### src/design/ctp_pkg.sv
// ctp_pkg: types, constants and arithmetic helpers for the 2D transform
// composer. Used by ctp_cordic, ctp_comb and compose_2d_transforms.
`default_nettype none

package ctp_pkg;

  // Number formats
  localparam int ANGLE_BITS     = 16;
  localparam int TRIG_FRAC_BITS = 15;
  localparam int POS_W          = 32;   // Q16.16
  localparam int SCALE_W        = 16;   // Q8.8
  localparam int ANGLE_W        = 16;   // angle field width
  localparam int REFL_W         = 2;

  // CORDIC
  localparam int CORDIC_STEPS    = 24;
  localparam int ITER_PER_STAGE  = 2;
  localparam int CORDIC_STAGES   = CORDIC_STEPS / ITER_PER_STAGE;
  localparam int Z_W             = 32;  // 2^32 per turn
  localparam int XY_W            = TRIG_FRAC_BITS + 3;
  localparam longint CORDIC_GAIN_Q30 = 652032874;
  localparam logic signed [XY_W-1:0] CORDIC_X0 =
    XY_W'((CORDIC_GAIN_Q30 + (longint'(1) << (29 - TRIG_FRAC_BITS)))
          >> (30 - TRIG_FRAC_BITS));

  // Position datapath widths
  localparam int NEG_W   = POS_W + 1;              // child coord after negation
  localparam int LPROD_W = NEG_W + SCALE_W;        // Q.24 product
  localparam int L_W     = LPROD_W - 8;            // Q25.16 after rounding
  localparam int PROD_W  = L_W + XY_W;
  localparam int TERM_W  = PROD_W - TRIG_FRAC_BITS;
  localparam int SUM_W   = TERM_W + 2;
  localparam int SPROD_W = 2 * SCALE_W;
  localparam int SRND_W  = SPROD_W - 8;

  // Pipeline stage numbering
  localparam int STG_IN        = 0;
  localparam int STG_PROD      = 1;
  localparam int STG_ROUND     = 2;
  localparam int STG_TRIG_LAST = CORDIC_STAGES;
  localparam int STG_MUL       = STG_TRIG_LAST + 1;
  localparam int STG_SUM       = STG_TRIG_LAST + 2;
  localparam int STG_OUT       = STG_TRIG_LAST + 3;
  localparam int NUM_STAGES    = STG_OUT + 1;

  // Stream item layout, last field in the lowest bits
  typedef struct packed {
    logic        [REFL_W-1:0]  right_reflect;
    logic        [ANGLE_W-1:0] right_angle;
    logic signed [SCALE_W-1:0] right_scale_y;
    logic signed [SCALE_W-1:0] right_scale_x;
    logic signed [POS_W-1:0]   right_pos_y;
    logic signed [POS_W-1:0]   right_pos_x;
    logic        [REFL_W-1:0]  left_reflect;
    logic        [ANGLE_W-1:0] left_angle;
    logic signed [SCALE_W-1:0] left_scale_y;
    logic signed [SCALE_W-1:0] left_scale_x;
    logic signed [POS_W-1:0]   left_pos_y;
    logic signed [POS_W-1:0]   left_pos_x;
  } in_item_t;

  typedef struct packed {
    logic        [REFL_W-1:0]  world_reflect;
    logic        [ANGLE_W-1:0] world_angle;
    logic signed [SCALE_W-1:0] world_scale_y;
    logic signed [SCALE_W-1:0] world_scale_x;
    logic signed [POS_W-1:0]   world_pos_y;
    logic signed [POS_W-1:0]   world_pos_x;
  } out_item_t;

  localparam int IN_ITEM_W   = $bits(in_item_t);
  localparam int OUT_ITEM_W  = $bits(out_item_t);
  localparam int IN_TDATA_W  = ((IN_ITEM_W + 7) / 8) * 8;
  localparam int OUT_TDATA_W = ((OUT_ITEM_W + 7) / 8) * 8;

  // CORDIC working set
  typedef struct packed {
    logic signed [XY_W-1:0] x;
    logic signed [XY_W-1:0] y;
    logic signed [Z_W-1:0]  z;
    logic                   neg;   // negate both results (folded quadrant)
  } cordic_t;

  // Values that ride alongside the CORDIC
  typedef struct packed {
    logic signed [POS_W-1:0]   lpx;
    logic signed [POS_W-1:0]   lpy;
    logic signed [L_W-1:0]     lx;
    logic signed [L_W-1:0]     ly;
    logic signed [SCALE_W-1:0] wsx;
    logic signed [SCALE_W-1:0] wsy;
    logic        [ANGLE_W-1:0] wa;
    logic        [REFL_W-1:0]  refl;
  } side_t;

  function automatic logic signed [Z_W-1:0] atan_turn32(input int unsigned i);
    logic signed [Z_W-1:0] v;
    case (i)
      0:       v = Z_W'(536870912);
      1:       v = Z_W'(316933406);
      2:       v = Z_W'(167458907);
      3:       v = Z_W'(85004756);
      4:       v = Z_W'(42667331);
      5:       v = Z_W'(21354465);
      6:       v = Z_W'(10679838);
      7:       v = Z_W'(5340245);
      8:       v = Z_W'(2670163);
      9:       v = Z_W'(1335087);
      10:      v = Z_W'(667544);
      11:      v = Z_W'(333772);
      12:      v = Z_W'(166886);
      13:      v = Z_W'(83443);
      14:      v = Z_W'(41722);
      15:      v = Z_W'(20861);
      16:      v = Z_W'(10430);
      17:      v = Z_W'(5215);
      18:      v = Z_W'(2608);
      19:      v = Z_W'(1304);
      20:      v = Z_W'(652);
      21:      v = Z_W'(326);
      22:      v = Z_W'(163);
      23:      v = Z_W'(81);
      default: v = '0;
    endcase
    return v;
  endfunction

  // One rotation-mode micro-rotation; i is always a constant at the call
  function automatic cordic_t cordic_step(input cordic_t c, input int unsigned i);
    cordic_t r;
    logic signed [XY_W-1:0] xs;
    logic signed [XY_W-1:0] ys;
    r  = c;
    xs = $signed(c.x) >>> i;
    ys = $signed(c.y) >>> i;
    if (!c.z[Z_W-1]) begin
      r.x = c.x - ys;
      r.y = c.y + xs;
      r.z = c.z - atan_turn32(i);
    end else begin
      r.x = c.x + ys;
      r.y = c.y - xs;
      r.z = c.z + atan_turn32(i);
    end
    return r;
  endfunction

  function automatic logic signed [POS_W-1:0] sat_pos(input logic signed [SUM_W-1:0] v);
    logic signed [POS_W-1:0] r;
    if (v > $signed({{(SUM_W-POS_W){1'b0}}, 1'b0, {(POS_W-1){1'b1}}}))
      r = {1'b0, {(POS_W-1){1'b1}}};
    else if (v < $signed({{(SUM_W-POS_W){1'b1}}, 1'b1, {(POS_W-1){1'b0}}}))
      r = {1'b1, {(POS_W-1){1'b0}}};
    else
      r = v[POS_W-1:0];
    return r;
  endfunction

  function automatic logic signed [SCALE_W-1:0] sat_scale(
    input logic signed [SRND_W-1:0] v);
    logic signed [SCALE_W-1:0] r;
    if (v > $signed({{(SRND_W-SCALE_W){1'b0}}, 1'b0, {(SCALE_W-1){1'b1}}}))
      r = {1'b0, {(SCALE_W-1){1'b1}}};
    else if (v < $signed({{(SRND_W-SCALE_W){1'b1}}, 1'b1, {(SCALE_W-1){1'b0}}}))
      r = {1'b1, {(SCALE_W-1){1'b0}}};
    else
      r = v[SCALE_W-1:0];
    return r;
  endfunction

endpackage

`default_nettype wire

### src/design/ctp_cordic.sv
// ctp_cordic: pipelined rotation-mode CORDIC giving cos/sin of the parent
// angle, ITER_PER_STAGE micro-rotations per register stage. Uses ctp_pkg.
`default_nettype none

module ctp_cordic (
  input  logic                                clk,
  input  logic [ctp_pkg::CORDIC_STAGES-1:0]   en,      // per-stage load enable
  input  logic [ctp_pkg::ANGLE_W-1:0]         angle,
  output ctp_pkg::cordic_t                    trig_out
);
  import ctp_pkg::*;

  cordic_t st_in  [CORDIC_STAGES];
  cordic_t st_nxt [CORDIC_STAGES];
  cordic_t st_r   [CORDIC_STAGES];

  logic [Z_W-1:0] a32;
  logic           fold;

  // Second and third quadrants are folded by a half turn; results negated later
  always_comb begin
    a32  = {angle[ANGLE_BITS-1:0], {(Z_W-ANGLE_BITS){1'b0}}};
    fold = a32[Z_W-1] ^ a32[Z_W-2];
    st_in[0].x   = CORDIC_X0;
    st_in[0].y   = '0;
    st_in[0].z   = fold ? {~a32[Z_W-1], a32[Z_W-2:0]} : a32;
    st_in[0].neg = fold;
  end

  for (genvar g = 0; g < CORDIC_STAGES; g++) begin : g_stage
    if (g > 0) begin : g_link
      assign st_in[g] = st_r[g-1];
    end

    always_comb begin
      st_nxt[g] = st_in[g];
      for (int k = 0; k < ITER_PER_STAGE; k++) begin
        st_nxt[g] = cordic_step(st_nxt[g], g * ITER_PER_STAGE + k);
      end
    end

    always_ff @(posedge clk) begin
      if (en[g]) begin
        st_r[g] <= st_nxt[g];
      end
    end
  end

  assign trig_out = st_r[CORDIC_STAGES-1];

endmodule

`default_nettype wire

### config.mk
export PLATFORM = sky130hd
export DESIGN_NAME = ctp_cordic
export DESIGN_NICKNAME = d
export VERILOG_FILES = /design/src/design/ctp_pkg.sv /design/src/design/ctp_cordic.sv
export SDC_FILE = /design/constraint.sdc
export NUM_CORES = 2
export LEC_CHECK = 0
export BUFFER_PORTS_ARGS = -buffer_cell sky130_fd_sc_hd__buf_2
export CELL_PAD_IN_SITES_DETAIL_PLACEMENT = 1
export CELL_PAD_IN_SITES_GLOBAL_PLACEMENT = 1
export CORE_ASPECT_RATIO = 1.5
export CORE_UTILIZATION = 30
export CTS_CLUSTER_SIZE = 24
export DETAILED_ROUTE_END_ITERATION = 6
export MAX_ROUTING_LAYER = met4
export PLACE_DENSITY_LB_ADDON = 0.12
export SYNTH_ARGS = -nofsm -noshare
export SYNTH_HDL_FRONTEND = slang
export SYNTH_SLANG_ARGS = --single-unit
### constraint.sdc
create_clock -name clk -period 8.7 [get_ports clk]
set_clock_uncertainty 0.2 [all_clocks]
set_input_delay 1.74 -clock clk [delete_from_list [all_inputs] [get_ports clk]]
set_output_delay 1.74 -clock clk [all_outputs]
set_load 0.005 [all_outputs]
# Word level (Yosys, flattened, before mapping)
# Memory sizes are Yosys's and may differ from the RTL's.
# Index checks and enable logic that the tools add are counted.
[op_classes] n_addsub=140 n_mux=97 bitwise_logic=2
[ops] cell="2-to-1 mux 32 bit" count=49
[ops] cell="2-to-1 mux 68 bit" count=23
[ops] cell="adder 32 bit" count=24
[ops] cell="subtractor 32 bit" count=24
[ops] cell="adder 18 x 1 -> 18 bit" count=14
[ops] cell="subtractor 18 x 1 -> 18 bit" count=14
[ops] cell="2-to-1 mux 50 bit" count=1
[ops] cell="adder 18 x 10 -> 18 bit" count=2
[ops] cell="adder 18 x 11 -> 18 bit" count=2
[ops] cell="adder 18 x 12 -> 18 bit" count=2
[ops] cell="adder 18 x 13 -> 18 bit" count=2
[ops] cell="adder 18 x 14 -> 18 bit" count=2
[ops] cell="adder 18 x 15 -> 18 bit" count=2
[ops] cell="adder 18 x 16 -> 18 bit" count=2
[ops] cell="adder 18 x 2 -> 18 bit" count=2
[ops] cell="adder 18 x 3 -> 18 bit" count=2
[ops] cell="adder 18 x 4 -> 18 bit" count=2
[ops] cell="adder 18 x 5 -> 18 bit" count=2
[ops] cell="adder 18 x 6 -> 18 bit" count=2
[ops] cell="adder 18 x 7 -> 18 bit" count=2
[ops] cell="adder 18 x 8 -> 18 bit" count=2
[ops] cell="adder 18 x 9 -> 18 bit" count=2
[ops] cell="subtractor 18 x 10 -> 18 bit" count=2
[ops] cell="subtractor 18 x 11 -> 18 bit" count=2
[ops] cell="20 further kinds" count=56
[word_totals] regBits=0 ramBits=828 inputBits=29 out_inout_bits=69 wordCells=240 memories=1
[mem_list] memory="st_r" depth=12 width=69 read_ports=12 rd_ports_with_merged_regs=0 wr=12 line_no="ctp_cordic.sv:15" source="cordic_t st_r [CORDIC_STAGES];"

# Depth between registers and ports, before layout
[depth] ltp_word=8 mapped_depth=33 ltp_nobuf=33

# Worst setup path before layout
# No wires, ideal clock.
[synth_path] kind="register to register" from="mem st_r[0][32] (netlist name)" to="mem st_r[0][137] (netlist name), data pin" setup_ns=0.259 arrival_ns=6.999 required_time_ns=8.241 path_slack_ns=1.242 stages_incl_launch_ff=31 n_path_buf=6 period_less_slack_ns=7.458 cell_sequence="edfxtp_1 -> clkbuf_1 -> buf_1 -> clkbuf_1 -> inv_1 -> ha_1 -> clkbuf_1 -> a211oi_1 -> o21a_1 -> o211ai_1 -> a31oi_1 -> o21ai_1 -> a21oi_1 -> nor2b_1 -> or2_2 -> buf_2 -> buf_1 -> nand2_1 -> o21ai_0 -> ha_1 -> a21o_1 -> a211oi_1 -> nor2_1 -> or4_1 -> and3_1 -> o21a_1 -> o21ai_1 -> a21oi_1 -> a211oi_1 -> xnor2_1 -> xnor2_1"
[synth_rtl] element="start, declared" line_no="ctp_cordic.sv:15"

==> out/summary.txt <==
Regs by FF count - st_r (775)
initial antenna violation count - 3
Overflow after GRT - 0
number of flops mapped to enable cells by yosys - 775
area growth from synthesis to layout - 10.2%
RR Startpoint - st_r[1][239]
most common cell after layout, fill and taps aside - ha_1
share of post-route cells with drive strength above 1 - 0.0482
unrepaired setup endpoints after global routing - false
root buffer cell - clkbuf_16
clk slew on worst S/H paths - 0.06 ns
Worst setup EP type - flip-flop
CTS Hold Buffers Added - 0
first-iteration detailed-routing DRC count - 1,746
Seq cells post-synth - 775
dpl hpwl - 226,000 um
first-pass GRT wire length - 416,000 um
Initial Util - 0.301
final setup violation count - 0
Unique masters post-synth - 114
Die Ht - 673 um
Hold Startpoint - st_r[0][0]
largest reg by FF count - st_r
final WL - 263,000 um
Gate Count Post-Synth - 10,100
FF-to-FF path depth - 25
CP Launch Point - st_r[1][239]
Synthesized Nets - 11,600
Slew HR - 0.237
Final ANT Viol Nets - 0
Final Hold Viols - 0
status - complete, no violations
sequential fraction of the synthesis area - 0.258
row count - 246
period utilization - 0.922
Core ar. - 299,000 um^2
gpl congestion - 0.872
die span in x - 450 um
Post-CTS Setup Bufs - 0
largest net degree at the start of global routing - 69
H-tree Lvls - 3
Sink Count - 775
worst slack, placed - 0.444 ns
Pre-Repair DR Iteration Count - 6
yosys warns - 0
cts repair resizes - 0
Clock Tree Buf Depth - 3
CTS tree - built
required time worst endpoint - 8.95 ns
Peak Freq - 125 MHz
GR peak layer - met2
crit path max fanout - 18
Hold WC Path Type - flip-flop to flip-flop
fin crit period - 8.02 ns
vias in the first global route - 81,100
Synth Flop Type - edfxtp_1
FFs w/ async S/R, synth - 0
met3 GRT Util - 0.0142
total track usage - 0.174
max-cap violations - 0
GRT met1 Usage - 0.137
WP data arrival - 8.28 ns
setup TNS - 0 ns
worst hold stages - 0
M2 GR Usage - 0.387
final worst slack - 0.676 ns
# DRC - 0
layout net count - 11,800
startpoint class of the critical path - flip-flop
leading cell types in the layout, fill and taps excluded - ha_1 (1,454), xnor2_1 (1,013), a21oi_1 (931)
PortBufs - 96
Post-Syn Area - 90,200 um^2
# IOs - 98
Largest register FFs - 775
Worst Tran Pin Value - 1.14 ns
Max Slew Vio Count - 0
critical path type - flip-flop to flip-flop
die area - 303,000 um^2
Via density - 5.18
CTS Buf Count - 100
Clk Latency, worst-skew pair - 0.76 ns
wire length per cell - 18.4 um
mean post-synth cell area - 8.97 um^2
Vias - 74,200
==> synthesized netlist by cell type, types with 85 or more instances <==
cell type  number  area (um^2)
ha_1         1454        18200
o21ai_0       543         2720
o21a_1        221         1660
nand3_1       188          941
nor2b_1       158          988
xor2_1        373         3270
nor3_1        263         1320
inv_1         597         2240
o21bai_1      143         1070
nand2_1       470         1760
a21o_1        388         2910
and2_1         86          538
a21oi_1       933         4670
xnor2_1      1013         8870
nor2_1        894         3360
a31oi_1        85          532
edfxtp_1      775        23300
nand2b_1      181         1130
==> cell type report <==
class,count,area (um^2)
Multi-Input combinational cell,8598,64400
Antenna cell,3,7.51
Timing Repair Buffer,193,1230
Inverter,606,2270
Clock inverter,62,598
Tap cell,3968,4960
Clock buffer,121,2620
Fill cell,34800,200000
Sequential cell,775,23300
==> routing by layer <==
| layer | wire, um | vias to the layer above | share of wire |
|---|---|---|---|
| met2 | 162000 | 562 | 0.62 |
| met3 | 3920 | 417 | 0.015 |
| li1 | - | 37400 | - |
| met5 | 0 | - | 0 |
| met1 | 85100 | 35900 | 0.32 |
| met4 | 12100 | 0 | 0.046 |
==> worst paths after layout <==
kind | end | slack, ns
setup / recovery | st_r[2][50] | 0.68
hold / removal | st_r[0][69] | 0.23
setup reg to reg | st_r[2][50] | 0.68
hold reg to reg | st_r[0][69] | 0.23
==> through the flow <==
step	cell area (um^2)	utilization	std cells	hold slack, ns
final	99300	0.332	14300	0.227
after global placement	96100	0.321	14100	0.211
after floorplan	90200	-	10100	0.200
after global routing	99300	0.332	14300	0.237
after detailed placement	96100	0.321	14100	0.217
after CTS	99300	0.332	14300	0.231
==> critical path, cell delays in order, from the launching register on <==
cell and delay (ns):
edfxtp_1 0.47, inv_1 0.40, mux2i_1 0.43, ha_1 0.31, a21oi_1 0.20, o21ai_1 0.17, o41ai_1 0.44, o21ai_1 0.26
o41a_1 0.42, nand4_1 0.14, nand4b_1 0.19, a21oi_1 0.25, xnor3_1 0.39, or2_1 0.70, ha_1 0.36, nor2b_1 0.13
o21a_1 0.18, o21ai_0 0.21, a21oi_1 0.14, a41o_1 0.28, o41ai_1 0.49, o21bai_1 0.18, a21oi_1 0.27, o21ai_0 0.16
xnor2_1 0.15, xnor2_1 0.16
==> kinds of logic after synthesis <==
group | share of synthesized area
other | 0.0000416
adder cells (fa/ha/maj) | 0.216
AO/OA/AOI/OAI | 0.214
flip-flops | 0.258
AND/OR/NAND/NOR | 0.142
buffers and inverters | 0.0288
XOR/XNOR | 0.136
multiplexers | 0.00491
Power is left out: the tool's default activity adds up to more than one toggle a clock period on the data nets, which glitch-free logic cannot reach.
